File: config.mk
export PLATFORM = sky130hd
export DESIGN_NAME = sentence_deframer_xor_check_flat
export DESIGN_NICKNAME = d
export VERILOG_FILES = /design/src/rtl/sdx_pkg.sv /design/src/rtl/sdx_if.sv /design/src/rtl/sentence_deframer_xor_check.sv /design/src/rtl/sdx_ctrl.sv /design/src/rtl/sdx_dp.sv /design/src/flat_wrapper.sv
export SDC_FILE = /design/constraint.sdc
export NUM_CORES = 1
export LEC_CHECK = 0
export ABC_AREA = 1
export BUFFER_PORTS_ARGS = -buffer_cell sky130_fd_sc_hd__buf_2
export CAP_MARGIN = 5
export CORE_ASPECT_RATIO = 0.75
export CORE_MARGIN = 4
export CORE_UTILIZATION = 40
export CTS_BUF_LIST = sky130_fd_sc_hd__clkbuf_16
export CTS_CLUSTER_SIZE = 25
export DETAILED_ROUTE_END_ITERATION = 8
export MAX_ROUTING_LAYER = met4
export SYNTH_ARGS = -nofsm -noshare
export SYNTH_HDL_FRONTEND = slang
export SYNTH_SLANG_ARGS = --single-unit
File: constraint.sdc
create_clock -name clk_i -period 2.9 [get_ports clk_i]
set_input_delay 0.58 -clock clk_i [delete_from_list [all_inputs] [get_ports clk_i]]
set_output_delay 0.58 -clock clk_i [all_outputs]
set_load 0.01 [all_outputs]
File: src/rtl/sdx_pkg.sv
`timescale 1ns / 1ps

package sdx_pkg;

  // Configuration register indexes
  localparam logic [1:0] CFG_START = 2'd0;
  localparam logic [1:0] CFG_END   = 2'd1;
  localparam logic [1:0] CFG_CHECK = 2'd2;

  localparam logic [7:0] START_RST = 8'd36;
  localparam logic [7:0] END_RST   = 8'd10;
  localparam logic [7:0] CHECK_RST = 8'd42;

  // Result status codes
  localparam logic [1:0] ST_GOOD     = 2'd0;
  localparam logic [1:0] ST_MISMATCH = 2'd1;
  localparam logic [1:0] ST_OVERFLOW = 2'd2;

  typedef enum logic [1:0] {
    S_HUNT,
    S_RECV,
    S_READ,
    S_SHOW
  } sdx_state_e;

  // Controller -> datapath
  typedef struct packed {
    logic open;      // start a new sentence
    logic store;     // store byte, update xor / checksum digits
    logic err_ovf;   // load overflow result
    logic err_mis;   // load mismatch result
    logic rd_first;  // rewind payload read index
    logic rd;        // read one payload byte into the output register
  } sdx_cmd_t;

  // Datapath -> controller
  typedef struct packed {
    logic is_start;
    logic is_end;
    logic full;
    logic match;
    logic empty;
    logic out_last;
  } sdx_sts_t;

endpackage

File: src/rtl/sdx_if.sv
`timescale 1ns / 1ps

interface sdx_in_if;
  logic       valid;
  logic       ready;
  logic [7:0] data_byte;

  modport source (output valid, output data_byte, input ready);
  modport sink (input valid, input data_byte, output ready);
endinterface

interface sdx_out_if;
  logic       valid;
  logic       ready;
  logic [7:0] out_byte;
  logic       last;
  logic [1:0] status;

  modport source (output valid, output out_byte, output last, output status, input ready);
  modport sink (input valid, input out_byte, input last, input status, output ready);
endinterface

File: src/rtl/sentence_deframer_xor_check.sv
`timescale 1ns / 1ps
// Channel   Dir  Payload                          Word accepted when
// in_ch     in   data_byte[7:0]                   valid && ready
// out_ch    out  out_byte[7:0], last, status[1:0] valid && ready
// cfg       in   cfg_idx_i[1:0], cfg_data_i[7:0]  cfg_we_i
//
// Input bytes take one cycle each while no result is pending.
// A good sentence of n payload bytes is sent in n words, each a registered
// store read followed by an output hold until taken; an error result takes
// one word. Input is stalled while results are in flight.
// Reset is asynchronous, active low; the payload store needs no clearing.

module sentence_deframer_xor_check #(
  parameter int BUFFER_DEPTH = 64
) (
  input  logic      clk_i,
  input  logic      rst_ni,
  input  logic      cfg_we_i,
  input  logic [1:0] cfg_idx_i,
  input  logic [7:0] cfg_data_i,
  sdx_in_if.sink    in_ch,
  sdx_out_if.source out_ch
);
  import sdx_pkg::*;

  sdx_cmd_t cmd;
  sdx_sts_t sts;

  // Sequencer: hunt / receive / read store / present word
  sdx_ctrl u_ctrl (
    .clk_i       (clk_i),
    .rst_ni      (rst_ni),
    .in_valid_i  (in_ch.valid),
    .out_ready_i (out_ch.ready),
    .sts_i       (sts),
    .in_ready_o  (in_ch.ready),
    .out_valid_o (out_ch.valid),
    .cmd_o       (cmd)
  );

  // Config regs, xor / hex checksum, payload store, output register
  sdx_dp #(
    .BUFFER_DEPTH (BUFFER_DEPTH)
  ) u_dp (
    .clk_i        (clk_i),
    .rst_ni       (rst_ni),
    .cfg_we_i     (cfg_we_i),
    .cfg_idx_i    (cfg_idx_i),
    .cfg_data_i   (cfg_data_i),
    .data_byte_i  (in_ch.data_byte),
    .cmd_i        (cmd),
    .sts_o        (sts),
    .out_byte_o   (out_ch.out_byte),
    .out_last_o   (out_ch.last),
    .out_status_o (out_ch.status)
  );

endmodule

File: src/rtl/sdx_ctrl.sv
`timescale 1ns / 1ps

module sdx_ctrl (
  input  logic              clk_i,
  input  logic              rst_ni,
  input  logic              in_valid_i,
  input  logic              out_ready_i,
  input  sdx_pkg::sdx_sts_t sts_i,
  output logic              in_ready_o,
  output logic              out_valid_o,
  output sdx_pkg::sdx_cmd_t cmd_o
);
  import sdx_pkg::*;

  sdx_state_e state_q, state_d;
  logic       in_fire;
  logic       out_fire;

  assign in_ready_o  = (state_q == S_HUNT) || (state_q == S_RECV);
  assign out_valid_o = (state_q == S_SHOW);
  assign in_fire     = in_valid_i && in_ready_o;
  assign out_fire    = out_valid_o && out_ready_i;

  always_ff @(posedge clk_i or negedge rst_ni) begin
    if (!rst_ni) begin
      state_q <= S_HUNT;
    end else begin
      state_q <= state_d;
    end
  end

  // Next state
  always_comb begin
    state_d = state_q;
    case (state_q)
      S_HUNT: begin
        if (in_fire && sts_i.is_start) state_d = S_RECV;
      end
      S_RECV: begin
        if (in_fire) begin
          if (sts_i.full) begin
            state_d = S_SHOW;
          end else if (sts_i.is_start) begin
            state_d = S_RECV;
          end else if (sts_i.is_end) begin
            if (!sts_i.match) state_d = S_SHOW;
            else if (sts_i.empty) state_d = S_HUNT;
            else state_d = S_READ;
          end
        end
      end
      S_READ: state_d = S_SHOW;
      S_SHOW: begin
        if (out_fire) state_d = sts_i.out_last ? S_HUNT : S_READ;
      end
      default: state_d = S_HUNT;
    endcase
  end

  // Commands
  always_comb begin
    cmd_o = '0;
    case (state_q)
      S_HUNT: begin
        cmd_o.open = in_fire && sts_i.is_start;
      end
      S_RECV: begin
        if (in_fire) begin
          if (sts_i.full) begin
            cmd_o.err_ovf = 1'b1;
          end else if (sts_i.is_start) begin
            cmd_o.open = 1'b1;
          end else if (sts_i.is_end) begin
            cmd_o.err_mis  = !sts_i.match;
            cmd_o.rd_first = sts_i.match;
          end else begin
            cmd_o.store = 1'b1;
          end
        end
      end
      S_READ: cmd_o.rd = 1'b1;
      S_SHOW: ;
      default: cmd_o = '0;
    endcase
  end

endmodule

File: src/rtl/sdx_dp.sv
`timescale 1ns / 1ps

module sdx_dp #(
  parameter int BUFFER_DEPTH = 64
) (
  input  logic              clk_i,
  input  logic              rst_ni,
  input  logic              cfg_we_i,
  input  logic [1:0]        cfg_idx_i,
  input  logic [7:0]        cfg_data_i,
  input  logic [7:0]        data_byte_i,
  input  sdx_pkg::sdx_cmd_t cmd_i,
  output sdx_pkg::sdx_sts_t sts_o,
  output logic [7:0]        out_byte_o,
  output logic              out_last_o,
  output logic [1:0]        out_status_o
);
  import sdx_pkg::*;

  localparam int CW = $clog2(BUFFER_DEPTH + 1);
  localparam int AW = $clog2(BUFFER_DEPTH);
  localparam logic [CW-1:0] FULL_CNT = CW'(BUFFER_DEPTH);

  logic [7:0]    start_q, end_q, check_q;
  logic          in_chk_q, hstop_q;
  logic [CW-1:0] fill_q, len_q, idx_q;
  logic [7:0]    xor_q, rsum_q;
  logic [7:0]    mem [BUFFER_DEPTH];
  logic [7:0]    out_byte_q;
  logic          out_last_q;
  logic [1:0]    out_status_q;
  logic [4:0]    hex;

  // {digit valid, nibble}
  function automatic logic [4:0] hex_val(input logic [7:0] c);
    logic [7:0] v;
    v = 8'd0;
    if (c inside {[8'h30:8'h39]}) begin
      v = c - 8'h30;
      return {1'b1, v[3:0]};
    end else if (c inside {[8'h61:8'h66]}) begin
      v = c - 8'h57;
      return {1'b1, v[3:0]};
    end else if (c inside {[8'h41:8'h46]}) begin
      v = c - 8'h37;
      return {1'b1, v[3:0]};
    end
    return 5'd0;
  endfunction

  assign hex = hex_val(data_byte_i);

  assign sts_o.is_start = (data_byte_i == start_q);
  assign sts_o.is_end   = (data_byte_i == end_q);
  assign sts_o.full     = (fill_q >= FULL_CNT);
  assign sts_o.match    = in_chk_q && (rsum_q == xor_q);
  assign sts_o.empty    = (len_q == '0);
  assign sts_o.out_last = out_last_q;

  assign out_byte_o   = out_byte_q;
  assign out_last_o   = out_last_q;
  assign out_status_o = out_status_q;

  always_ff @(posedge clk_i or negedge rst_ni) begin
    if (!rst_ni) begin
      start_q <= START_RST;
      end_q   <= END_RST;
      check_q <= CHECK_RST;
    end else if (cfg_we_i) begin
      case (cfg_idx_i)
        CFG_START: start_q <= cfg_data_i;
        CFG_END:   end_q   <= cfg_data_i;
        CFG_CHECK: check_q <= cfg_data_i;
        default: ;
      endcase
    end
  end

  // Sentence state
  always_ff @(posedge clk_i or negedge rst_ni) begin
    if (!rst_ni) begin
      in_chk_q <= 1'b0;
      hstop_q  <= 1'b0;
      fill_q   <= '0;
      len_q    <= '0;
      xor_q    <= 8'd0;
      rsum_q   <= 8'd0;
      idx_q    <= '0;
    end else begin
      if (cmd_i.open) begin
        in_chk_q <= 1'b0;
        hstop_q  <= 1'b0;
        fill_q   <= '0;
        len_q    <= '0;
        xor_q    <= 8'd0;
        rsum_q   <= 8'd0;
      end else if (cmd_i.store) begin
        if (!in_chk_q) begin
          if (data_byte_i == check_q) begin
            in_chk_q <= 1'b1;
            len_q    <= fill_q;
          end else begin
            xor_q <= xor_q ^ data_byte_i;
          end
        end else if (!hstop_q) begin
          if (hex[4]) rsum_q <= {rsum_q[3:0], hex[3:0]};
          else hstop_q <= 1'b1;
        end
        fill_q <= fill_q + 1'b1;
      end
      if (cmd_i.rd_first) idx_q <= '0;
      else if (cmd_i.rd) idx_q <= idx_q + 1'b1;
    end
  end

  always_ff @(posedge clk_i) begin
    if (cmd_i.store) mem[fill_q[AW-1:0]] <= data_byte_i;
  end

  // Output word register
  always_ff @(posedge clk_i) begin
    if (cmd_i.rd) begin
      out_byte_q   <= mem[idx_q[AW-1:0]];
      out_last_q   <= (CW'(idx_q + 1'b1) == len_q);
      out_status_q <= ST_GOOD;
    end else if (cmd_i.err_ovf || cmd_i.err_mis) begin
      out_byte_q   <= 8'd0;
      out_last_q   <= 1'b1;
      out_status_q <= cmd_i.err_ovf ? ST_OVERFLOW : ST_MISMATCH;
    end
  end

endmodule

File: src/flat_wrapper.sv
// flat-port wrapper written by rule: the top's interface ports become plain ports
module sentence_deframer_xor_check_flat import sdx_pkg::*;
#(
  parameter int BUFFER_DEPTH = 64
)
  (clk_i, rst_ni, cfg_we_i, cfg_idx_i, cfg_data_i, in_ch_valid, in_ch_data_byte, in_ch_ready, out_ch_valid, out_ch_out_byte, out_ch_last, out_ch_status, out_ch_ready);
  sdx_in_if in_ch_i ();
  sdx_out_if out_ch_i ();
  input  logic clk_i;
  input  logic rst_ni;
  input  logic cfg_we_i;
  input  logic [1:0] cfg_idx_i;
  input  logic [7:0] cfg_data_i;
  input wire logic [$bits(in_ch_i.valid)-1:0] in_ch_valid;
  input wire logic [$bits(in_ch_i.data_byte)-1:0] in_ch_data_byte;
  output wire logic [$bits(in_ch_i.ready)-1:0] in_ch_ready;
  output wire logic [$bits(out_ch_i.valid)-1:0] out_ch_valid;
  output wire logic [$bits(out_ch_i.out_byte)-1:0] out_ch_out_byte;
  output wire logic [$bits(out_ch_i.last)-1:0] out_ch_last;
  output wire logic [$bits(out_ch_i.status)-1:0] out_ch_status;
  input wire logic [$bits(out_ch_i.ready)-1:0] out_ch_ready;
  assign in_ch_i.valid = in_ch_valid;
  assign in_ch_i.data_byte = in_ch_data_byte;
  assign in_ch_ready = in_ch_i.ready;
  assign out_ch_valid = out_ch_i.valid;
  assign out_ch_out_byte = out_ch_i.out_byte;
  assign out_ch_last = out_ch_i.last;
  assign out_ch_status = out_ch_i.status;
  assign out_ch_i.ready = out_ch_ready;
  sentence_deframer_xor_check #(.BUFFER_DEPTH(BUFFER_DEPTH)) u_core (.clk_i(clk_i), .rst_ni(rst_ni), .cfg_we_i(cfg_we_i), .cfg_idx_i(cfg_idx_i), .cfg_data_i(cfg_data_i), .in_ch(in_ch_i), .out_ch(out_ch_i));
endmodule
Word-level counts from Yosys, hierarchy flattened
Memory sizes are Yosys's and may differ from the RTL's. Index checks and enable logic that the tools add are counted.

Memories kept: 1. Bits in registers: 76. Output and inout port bits: 13. Word-level logic and storage cells: 134. Input bits: 23. Memory bits (writable): 512.

Memory list: u_core.u_dp.mem (words 64, bits a word 8, read ports 1, clocked after Yosys merged registers in 0, wr ports 1, line sdx_dp.sv:28) `logic [7:0] mem [BUFFER_DEPTH];`.

Add/sub/neg operators: 5. $lt $le $gt $ge: 7. Bitwise gates (word level): 1. Equal/unequal tests: 17. Muxes and demuxes: 62. Reduce and logical (&&, ||, !) cells: 27.

Operator list (count): $mux 8 (11); $mux 7 (8); $eq 8x8->1 (4); $mux 2 (14); $mux 5 (5); $mux 1 (21); $ge 8x7->1 const B (2); $le 8x7->1 const B (2); $add 7x1->7 const B (2); $reduce_bool 2->1 (6); $ne 2x1->1 const B (5); $ge 8x6->1 const B (1); $le 8x6->1 const B (1); $pmux 2 s4 (1); $reduce_and 2->1 (4); $reduce_and 4->1 (2); $sub 4x3->4 const B (2); $xor 8x8->8 (1); $eq 7x7->1 (1); $ge 7x7->1 const B (1); $logic_and 1x1->1 (7); $logic_not 7->1 (1); $eq 2x2->1 const B (3); $reduce_and 3->1 (2); 9 further kinds (12).

Depth between registers and ports, before layout
Gate-level depths: netlist of run 1.

Depth in word-level cells: 11. Depth in mapped cells: 13. Gate-level depth less buffers: 12.

Cells and area by module
A second synthesis of run 1 with hierarchy kept.

Cell total of the unflattened synthesis: 2426. Area, all modules: 25497.0 um^2.

By module, submodules not included: sdx_dp (area each 25259.2 um^2, cells each 2384, instances 1, seq. area each 17270.3 um^2); sdx_ctrl (area each 237.7 um^2, cells each 42, instances 1, seq. area each 50.0 um^2).

Least setup slack after synthesis of run 1
OpenSTA, ideal clock, no wires.

Path kind: input-to-reg. Start point: input in_ch_data_byte[1]. End point: memory u_core.u_dp.mem[30][0], enable pin. Stages on the path: 12. Buffers on the path: 2. Data required time: 2.530 ns. Library setup time: 0.370 ns. Slack: 0.573 ns. Arrival: 1.957 ns. Cell sequence: buf_4 inv_2 nand2_1 nand2_1 nand2_1 nor2_2 nand2_4 nand3_2 nor2_4 buf_6 nand2_4 nor2_1.

Word-level cells in the longest chain between the ends: 8. Elaborated cells on any way between the ends: 9. Classes of those cells: eq/ne (2); mux (7).

RTL lines: start: declaration (line flat_wrapper.sv:15) `input wire logic [$bits(in_ch_i.data_byte)-1:0] in_ch_data_byte;`; $eq 8x8->1 (line sdx_dp.sv:54) `assign sts_o.is_end = (data_byte_i == end_q);`; $mux 1 (line sdx_ctrl.sv:73) `end else if (sts_i.is_end) begin`; $mux 1 (*) (line sdx_ctrl.sv:71) `end else if (sts_i.is_start) begin`; $mux 2 (*) (line sdx_ctrl.sv:69) `if (sts_i.full) begin`; $mux 5 (*) (line sdx_ctrl.sv:68) `if (in_fire) begin`; $mux 4 (*) (line sdx_ctrl.sv:63) `case (state_q)`; $mux 1 (*) (line sdx_dp.sv:117) `if (cmd_i.store) mem[fill_q[AW-1:0]] <= data_byte_i;`; $mux 1 (implied by the code) (*) (line sdx_dp.sv:117); end: declaration (line sdx_dp.sv:28).

Mark *: on every way between the ends. The rest lies on a longest branch, timed or not.

Worst setup path in the final report of run 1
Start point: register u_core.u_dp.idx_q[0]. End point: register u_core.u_dp.out_byte_q[4] (netlist: u_core.u_dp.out_byte_o[4]), data pin.

Word-level cells in the longest chain between the ends: 2.

RTL lines: start: declaration (line sdx_dp.sv:26) `logic [CW-1:0] fill_q, len_q, idx_q;`; start signal: assignment (line sdx_dp.sv:112) `else if (cmd_i.rd) idx_q <= idx_q + 1'b1;`; $mem_v2 64x8; $mux 8 (line sdx_dp.sv:122) `if (cmd_i.rd) begin`; end signal: assignment (line sdx_dp.sv:123) `out_byte_q <= mem[idx_q[AW-1:0]];`; end: declaration (line sdx_dp.sv:29) `logic [7:0] out_byte_q;`.

Every way passes these cells. A chain may end at the register's enable or synchronous reset.

==> flow_summary.toml, run 1 <==
[status]
status = "completed"

[critical_path]
timing.critical_path.buf_inv = 2
crit_cells = 12
cp-end-kind = "flop"
crit_required_ns = 3.26
cpMostUsedCell = "nor2_1"
crit_chain = "clkinv_2 -> buf_4 -> nor2_1 -> nor2_1 -> o21ai_0 -> nand2_1 -> nand2_1 -> nand3_1 -> nand2_1 -> nor2_1 -> nor2_1 -> nor2_1"
rr_endpoint = "u_core.u_dp.out_byte_o[4]$_SDFFCE_PN0P_"
reg2reg_slack_ns = 0.37
cp_data_arrival_time_ns = 2.89
worst_setup_path_start_kind = "flop"
critical_path.top_delay_family = "simple AND/OR/NAND/NOR gates"
cp-endpoint = "u_core.u_dp.out_byte_o[4]$_SDFFCE_PN0P_"
r2r-start = "u_core.u_dp.idx_q[0]$_DFFE_PN0P_"
r2r_cells = 12
crit_type = "reg -> reg"
cp-startpoint = "u_core.u_dp.idx_q[0]$_DFFE_PN0P_"
max_stage_delay_ns = 0.55
slowest_stage = "dfrtp_4"
worstPathMaxFanout = 51

[power_and_ir_drop]
switching_share_pct = 37.1
leakage_nw = 11.0
combPwrFrac_pct = 32.7
p_switching_mw = 9.72
vdd_drop_max_uv = 547
powerDensity_nw_per_um2 = 901
seq_power_share_pct = 38.4
clockPowerShare_pct = 28.9
p_int_mw = 16.5

[cells_and_area]
syn_to_final_growth_pct = 13.4
final-seq-area_um2 = 17300
nets = 2443
multiInputGateArea_um2 = 6960
nFillCells = 5788
drive_gt1_share_pct = 13.2

[logic_synthesis]
synth.distinct_cells = 46
ys_seq_area_share_pct = 67.6
ys_warn_count = 0
syn_nets = 2350
synth-edff-count = 521
netlist_area_um2 = 25600
syn_area_per_cell_um2 = 11.0
synth_seq_cells = 588
syn_inst = 2321
ys_async_sr_fraction_pct = 11.1
synth_ff_type = "edfxtp_1"

[clocking]
htree_num_levels = 2
clockBufferDepth = 3
cts-root-buf = "clkbuf_16"
cts_setup_buffers = 0
clk_pin_slew_worst_paths_ns = 0.06
cts_made_buffers = 56
cts_tree = "yes"
worstSkewPairLatency_ns = 0.62
cts_hold_buf = 0
cts.sinks = 588
ctsResizeCount = 0

[floorplan]
die_area_um2 = 68200
die_h_um = 227
fp.dieW_um = 300
rows = 80
start_util_pct = 40.3
num_io_pins = 36
core-area_um2 = 63600

[timing]
finalCriticalPeriod_ns = 2.53
grt_setup_unrepaired = "false"
fin_skew_ns = 0.0138
tightest_slew_ns = 0.973
fin_tns_setup_ns = 0
slew_violations = 0
setup_viol = 0
timing.final.crit_share_pct = 87.1
finalHoldViolCount = 0
maxSlewHeadroom_pct = 35.2
fmax_ghz = 0.396
whs_ns = 0.0575

[run]
max_cap_violations = 0

[drt]
routed_wl_mm = 72.0
vias = 17500
drc = 0
via_per_inst = 5.28
postRouteAntennaNets = 0
wl_per_cell_um = 21.7
drt_iter0_drc = 2083
firstDrtPassIters = 5

[global_route]
first_global_vias = 16700
grtUsageMet1_pct = 31.6
track_usage_pct = 21.6
top_usage_layer = "met1"
use_met2_pct = 30.0
grt_pass1_wl_mm = 106
grt-ovfl-total = 0
antenna_found_initial = 8
grt_util_met3_pct = 6.10
grt_max_degree = 105

[placed_design]
place_hpwl_mm = 46.2
port_buffers = 35
place.gp.congestion = 0.939

[worst_hold_path]
hold_class = "in -> async"
==> worst register-to-register path, delay by kind of cell, from the launching register on <==
kind | cells | cell delay, ns
flops | 1 | 0.55
simple gates | 9 | 1.13
compound gates | 1 | 0.18
buf+inv | 2 | 0.43
==> synthesized netlist by cell type (2+ instances only) <==
cell / instances / area (µm²)
edfxtp_1: 521 / 15600
nand2_1: 368 / 1380
nor2_1: 321 / 1200
nand3_1: 224 / 1120
o21ai_0: 224 / 1120
inv_1: 160 / 601
a21oi_1: 67 / 335
dfrtp_1: 58 / 1450
clkbuf_1: 43 / 161
buf_4: 35 / 263
or2_1: 27 / 169
or2_2: 27 / 169
o21ai_1: 25 / 125
xnor2_1: 25 / 219
xor2_1: 24 / 210
buf_2: 23 / 115
nand3b_1: 16 / 120
o211ai_1: 15 / 113
inv_2: 13 / 48.8
or2_0: 13 / 81.3
buf_6: 10 / 113
nand2_4: 9 / 101
buf_1: 8 / 30.0
nor2_2: 8 / 50.1
a211oi_1: 7 / 52.6
dfstp_2: 7 / 184
ha_1: 6 / 75.1
nand3_2: 6 / 60.1
nand4_1: 6 / 37.5
nand2_2: 3 / 18.8
nor2_4: 3 / 33.8
clkinv_1: 2 / 7.51
dfxtp_1: 2 / 40.0
nor3_2: 2 / 20.0
o211ai_2: 2 / 25.0
==> power by group through the flow <==
| stage | combinational (mW) | sequential, mW | clock [mW] |
|---|---|---|---|
| floorplan | 5.74 | 9.97 | 0 |
| global placement | 8.36 | 10.2 | 0 |
| detailed placement | 8.41 | 10.2 | 0 |
| CTS | 8.45 | 10.0 | 7.69 |
| global route | 9.45 | 10.1 | 8.05 |
| finish | 8.57 | 10.1 | 7.57 |
==> cells by family after synthesis <==
family | after synthesis | synth area share [%]
fa+ha+maj | 6 | 0.293
simple gates | 1040 | 18.2
compound gates | 342 | 7.03
buf+inv | 296 | 5.27
xor+xnor | 49 | 1.67
flops | 588 | 67.6
==> worst min-delay path by stage <==
stage / startpoint / to / cells after the start
after floorplan: rst_ni / u_core.u_ctrl.state_q[0]$_DFFE_PN0P_ / 0
after global placement: u_core.u_dp.out_status_o[0]$_SDFFE_PP0P_ / u_core.u_dp.out_status_o[0]$_SDFFE_PP0P_ / 2
after detailed placement: u_core.u_dp.out_status_o[0]$_SDFFE_PP0P_ / u_core.u_dp.out_status_o[0]$_SDFFE_PP0P_ / 2
after CTS: rst_ni / u_core.u_dp.check_q[4]$_DFFE_PN0P_ / 1
after global routing: rst_ni / u_core.u_dp.start_q[4]$_DFFE_PN0P_ / 1
final: rst_ni / u_core.u_dp.start_q[1]$_DFFE_PN0P_ / 1
==> area by class of cell <==
cell class	instances	share of cell area, %
antenna	6	0.0517
clock buffer	56	4.82
clock inverter	47	1.64
inverter	176	2.29
multi-input combinational	1437	23.9
sequential	588	59.6
tap	861	3.71
timing repair buffer	155	3.93
==> through the flow <==
step	total power [mW]	std cells	cell area (µm²)	setup slack [ns]	util, %
after floorplan	15.7	2321	25600	0.573	-
after CTS	26.2	3320	29000	0.398	45.7
after detailed placement	18.6	3217	27200	0.111	42.7
final	26.2	3326	29100	0.373	45.7
after global placement	18.6	3217	27200	0.168	42.7
after global routing	27.6	3324	29100	0.200	45.7
==> per-layer routing <==
| layer | vias to the layer above | routed length [µm] |
|---|---|---|
| met3 | 89 | 8180 |
| met2 | 842 | 29700 |
| li1 | 8119 | - |
| met4 | 0 | 1240 |
| met5 | - | 0 |
| met1 | 8496 | 32900 |
==> registers in the layout, indices dropped and copies added, names as in the netlist, 7 cells and up <==
| register | count |
|---|---|
| u_core.u_dp.check_q | 8 |
| u_core.u_dp.end_q | 8 |
| u_core.u_dp.fill_q | 7 |
| u_core.u_dp.idx_q | 7 |
| u_core.u_dp.len_q | 7 |
| u_core.u_dp.mem | 512 |
| u_core.u_dp.out_byte_o | 8 |
| u_core.u_dp.rsum_q | 8 |
| u_core.u_dp.start_q | 8 |
| u_core.u_dp.xor_q | 8 |
==> cell usage in the layout (no fill, tap or decap), drive strengths merged, types with 6 or more instances in the layout <==
| cell | n |
|---|---|
| buf | 155 |
| nand3 | 231 |
| nand4 | 8 |
| bufinv | 10 |
| or2 | 67 |
| dfstp | 7 |
| a211oi | 7 |
| xor2 | 24 |
| xnor2 | 25 |
| a21oi | 68 |
| ha | 6 |
| nand3b | 16 |
| o211ai | 17 |
| inv | 185 |
| nor2 | 332 |
| diode | 6 |
| clkinv | 24 |
| o21ai | 249 |
| edfxtp | 521 |
| dfrtp | 58 |
| clkbuf | 56 |
| nand2 | 380 |
Note: power is estimated with default switching activity, not from simulation.
==> run 2: changes to the inputs <==
ABC_AREA = not set   (was 1)
ABC_CLOCK_PERIOD_IN_PS = 2900   (was not set)
SLEW_MARGIN = 0   (was not set)
==> run 2 against run 1 <==
Compared with the run above: combinational power down 38%; power down 15%; via count down 26%.
==> flow_summary.toml, run 2 <==
[worst_hold_path]
hold_class = "in -> reg"
worst_hold_path.num_cells = 2

[placed_design]
place_hpwl_mm = 39.7
port_buffers = 35
place.gp.congestion = 0.839
dpl_cell_area_um2 = 26100

[floorplan]
num_io_pins = 36
die_area_um2 = 63800
fp.dieW_um = 290
rows = 77
start_util_pct = 40.5
core-area_um2 = 59100
die_h_um = 220

[power_and_ir_drop]
switching_share_pct = 29.9
seq_power_share_pct = 44.7
vdd_drop_max_uv = 437
leakage_nw = 9.84
combPwrFrac_pct = 24.0
powerDensity_nw_per_um2 = 800
p_switching_mw = 6.66
clockPowerShare_pct = 31.3
p_int_mw = 15.6

[timing]
timing.final.crit_share_pct = 92.1
finalCriticalPeriod_ns = 2.67
tightest_slew_ns = 1.13
fmax_ghz = 0.375
setup_viol = 0
maxSlewHeadroom_pct = 24.2
fin_tns_setup_ns = 0
grt_setup_unrepaired = "false"
slew_violations = 0
finalHoldViolCount = 0
fin_skew_ns = 0.00911

[critical_path]
cp_data_arrival_time_ns = 3.00
crit_type = "reg -> reg"
timing.critical_path.buf_inv = 1
r2r_cells = 6
crit_required_ns = 3.23
cp-end-kind = "flop"
slowest_stage = "dfrtp_4"
worst_setup_path_start_kind = "flop"
crit_chain = "buf_12 -> mux2i_1 -> o22ai_1 -> o21ai_0 -> nand3_1 -> o32a_1"
worstPathMaxFanout = 23
max_stage_delay_ns = 0.67
critical_path.top_delay_family = "compound AO/OA/AOI/OAI gates"
crit_cells = 6

[cells_and_area]
multiInputGateArea_um2 = 6230
final-seq-area_um2 = 17300
fin_area_um2 = 27800
nets = 1524
syn_to_final_growth_pct = 16.4
largest_reg_flops = 512
nFillCells = 4935
num_antenna_cells = 0
drive_gt1_share_pct = 29.2
final_common_cell = "edfxtp_1"
layout_common_cells = "edfxtp_1 (521), buf_4 (155), mux4_2 (115), nor2_1 (77), mux2i_1 (65)"

[global_route]
antenna_found_initial = 4
grt_max_degree = 70
track_usage_pct = 19.4
grt-ovfl-total = 0
first_global_vias = 12800
grt_pass1_wl_mm = 88.9

[logic_synthesis]
syn_area_per_cell_um2 = 18.3
synth_top_area_share_pct = 65.4
synth_ff_type = "edfxtp_1"
synth.distinct_cells = 61
synth-edff-count = 521
syn_inst = 1306
netlist_area_um2 = 23900
yosysMostFrequentCell = "edfxtp_1"
ys_top_cells_by_area = "edfxtp_1 (65%), mux4_2 (11%), dfrtp_1 (6.1%)"
ys_async_sr_fraction_pct = 11.1
ys_seq_area_share_pct = 72.4
synth_top_area_cell = "edfxtp_1"
synth_seq_cells = 588
ys_top_cells_by_count = "edfxtp_1 (521), mux4_2 (115), nor2_1 (77), mux2i_1 (65), dfrtp_1 (58)"
ys_warn_count = 0
syn_nets = 1335

[clocking]
cts.sinks = 588
clockBufferDepth = 3
cts-root-buf = "clkbuf_16"
worstSkewPairLatency_ns = 0.60
ctsResizeCount = 0
cts_tree = "yes"
clk_pin_slew_worst_paths_ns = 0.06
htree_num_levels = 2
cts_made_buffers = 55
cts_setup_buffers = 0

[drt]
vias = 12900
firstDrtPassIters = 5
postRouteAntennaNets = 0
wl_per_cell_um = 25.7
drc = 0
drt_iter0_drc = 1478
routed_wl_mm = 59.9
via_per_inst = 5.55

[status]
status = "completed"

[run]
max_cap_violations = 0
[run 2: cell count changes in the layout (fill, tap and decap cells not counted), moves of 39 or more]
cell	change
nand2_1	-312
nor2_1	-244
o21ai_0	-215
nand3_1	-180
inv_1	-145
mux4_2	+115
mux2i_1	+65
a21oi_1	-47
buf_4	+39
[run 2: per-layer routing]
metal  global-route usage, %  vias to the layer above  wire length [µm]
met1                    28.9                     6803             28100
met5                       -                        -                 0
met2                    28.2                      438             26600
li1                        -                     5615                 -
met4                    3.78                        0               947
met3                    3.65                       83              4310
[run 2: path summary, 6_finish.rpt]
| check | startpoint | end | slack (ns) |
|---|---|---|---|
| max | u_core.u_dp.idx_q[0]$_DFFE_PN0P_ | u_core.u_dp.out_byte_o[4]$_SDFFCE_PN0P_ | 0.23 |
| min | out_ch_ready | u_core.u_ctrl.state_q[0]$_DFFE_PN0P_ | 0.16 |
| max reg2reg | u_core.u_dp.idx_q[0]$_DFFE_PN0P_ | u_core.u_dp.out_byte_o[4]$_SDFFCE_PN0P_ | 0.23 |
| min reg2reg | u_core.u_dp.out_status_o[1]$_SDFFE_PP0P_ | u_core.u_dp.out_status_o[1]$_SDFFE_PP0P_ | 0.47 |
| max in group asynchronous | rst_ni | u_core.u_dp.start_q[5]$_DFFE_PN1P_ | 1.66 |
| min in group asynchronous | rst_ni | u_core.u_dp.end_q[0]$_DFFE_PN0P_ | 0.53 |
[run 2: cells by family (layout without fill, tap and decap cells)]
| logic type | count (synthesis) | in the layout | share of synthesized area [%] |
|---|---|---|---|
| DFF | 588 | 588 | 72.4 |
| and+or+nand+nor | 264 | 264 | 5.67 |
| muxes | 207 | 207 | 14.8 |
| AOI/OAI and AO/OA | 106 | 106 | 3.19 |
| buffers and inverters | 83 | 317 | 1.69 |
| xor gates and xnor gates | 52 | 52 | 1.90 |
| adders and majority gates | 6 | 6 | 0.314 |
[run 2: final cells by class]
cell class / count / area share, %
clock buffer: 55 / 4.94
tap: 790 / 3.55
inverter: 16 / 0.216
multi-input combinational: 635 / 22.4
clock inverter: 47 / 1.23
sequential: 588 / 62.3
timing repair buffer: 199 / 5.42
[run 2: per-stage QoR]
step	worst slack (ns)	util [%]	power, mW	hold WS (ns)	instances
floorplan	0.0740	-	13.2	0.284	1306
global placement	0.0693	44.2	15.4	0.454	2227
detailed placement	0.0938	44.2	15.4	0.457	2227
CTS	0.196	47.1	22.4	0.118	2330
global route	0.0721	47.1	23.2	0.147	2330
finish	0.230	47.1	22.3	0.157	2330
[run 2: timing repair]
action | CTS | global route
endpoints found under the setup margin | 0 | 0
hold buffers | 1 | 0
hold endpoints to repair | 22 | 0
[run 2: worst register-to-register path: cells and delay by family, from the launching register on]
family	cells	cell delay (ns)
flops	1	0.67
compound gates	3	0.98
mux	1	0.26
simple gates	1	0.21
buf+inv	1	0.28
[run 2: power groups by stage]
stage	Combinational, mW	Clock, mW	Sequential (mW)
2_1_floorplan	3.42	0	9.78
3_3_place_gp	5.26	0	10.1
3_5_place_dp	5.32	0	10.1
4_1_cts	5.34	7.12	9.95
5_1_grt	5.70	7.50	9.98
6_report	5.35	6.97	9.95
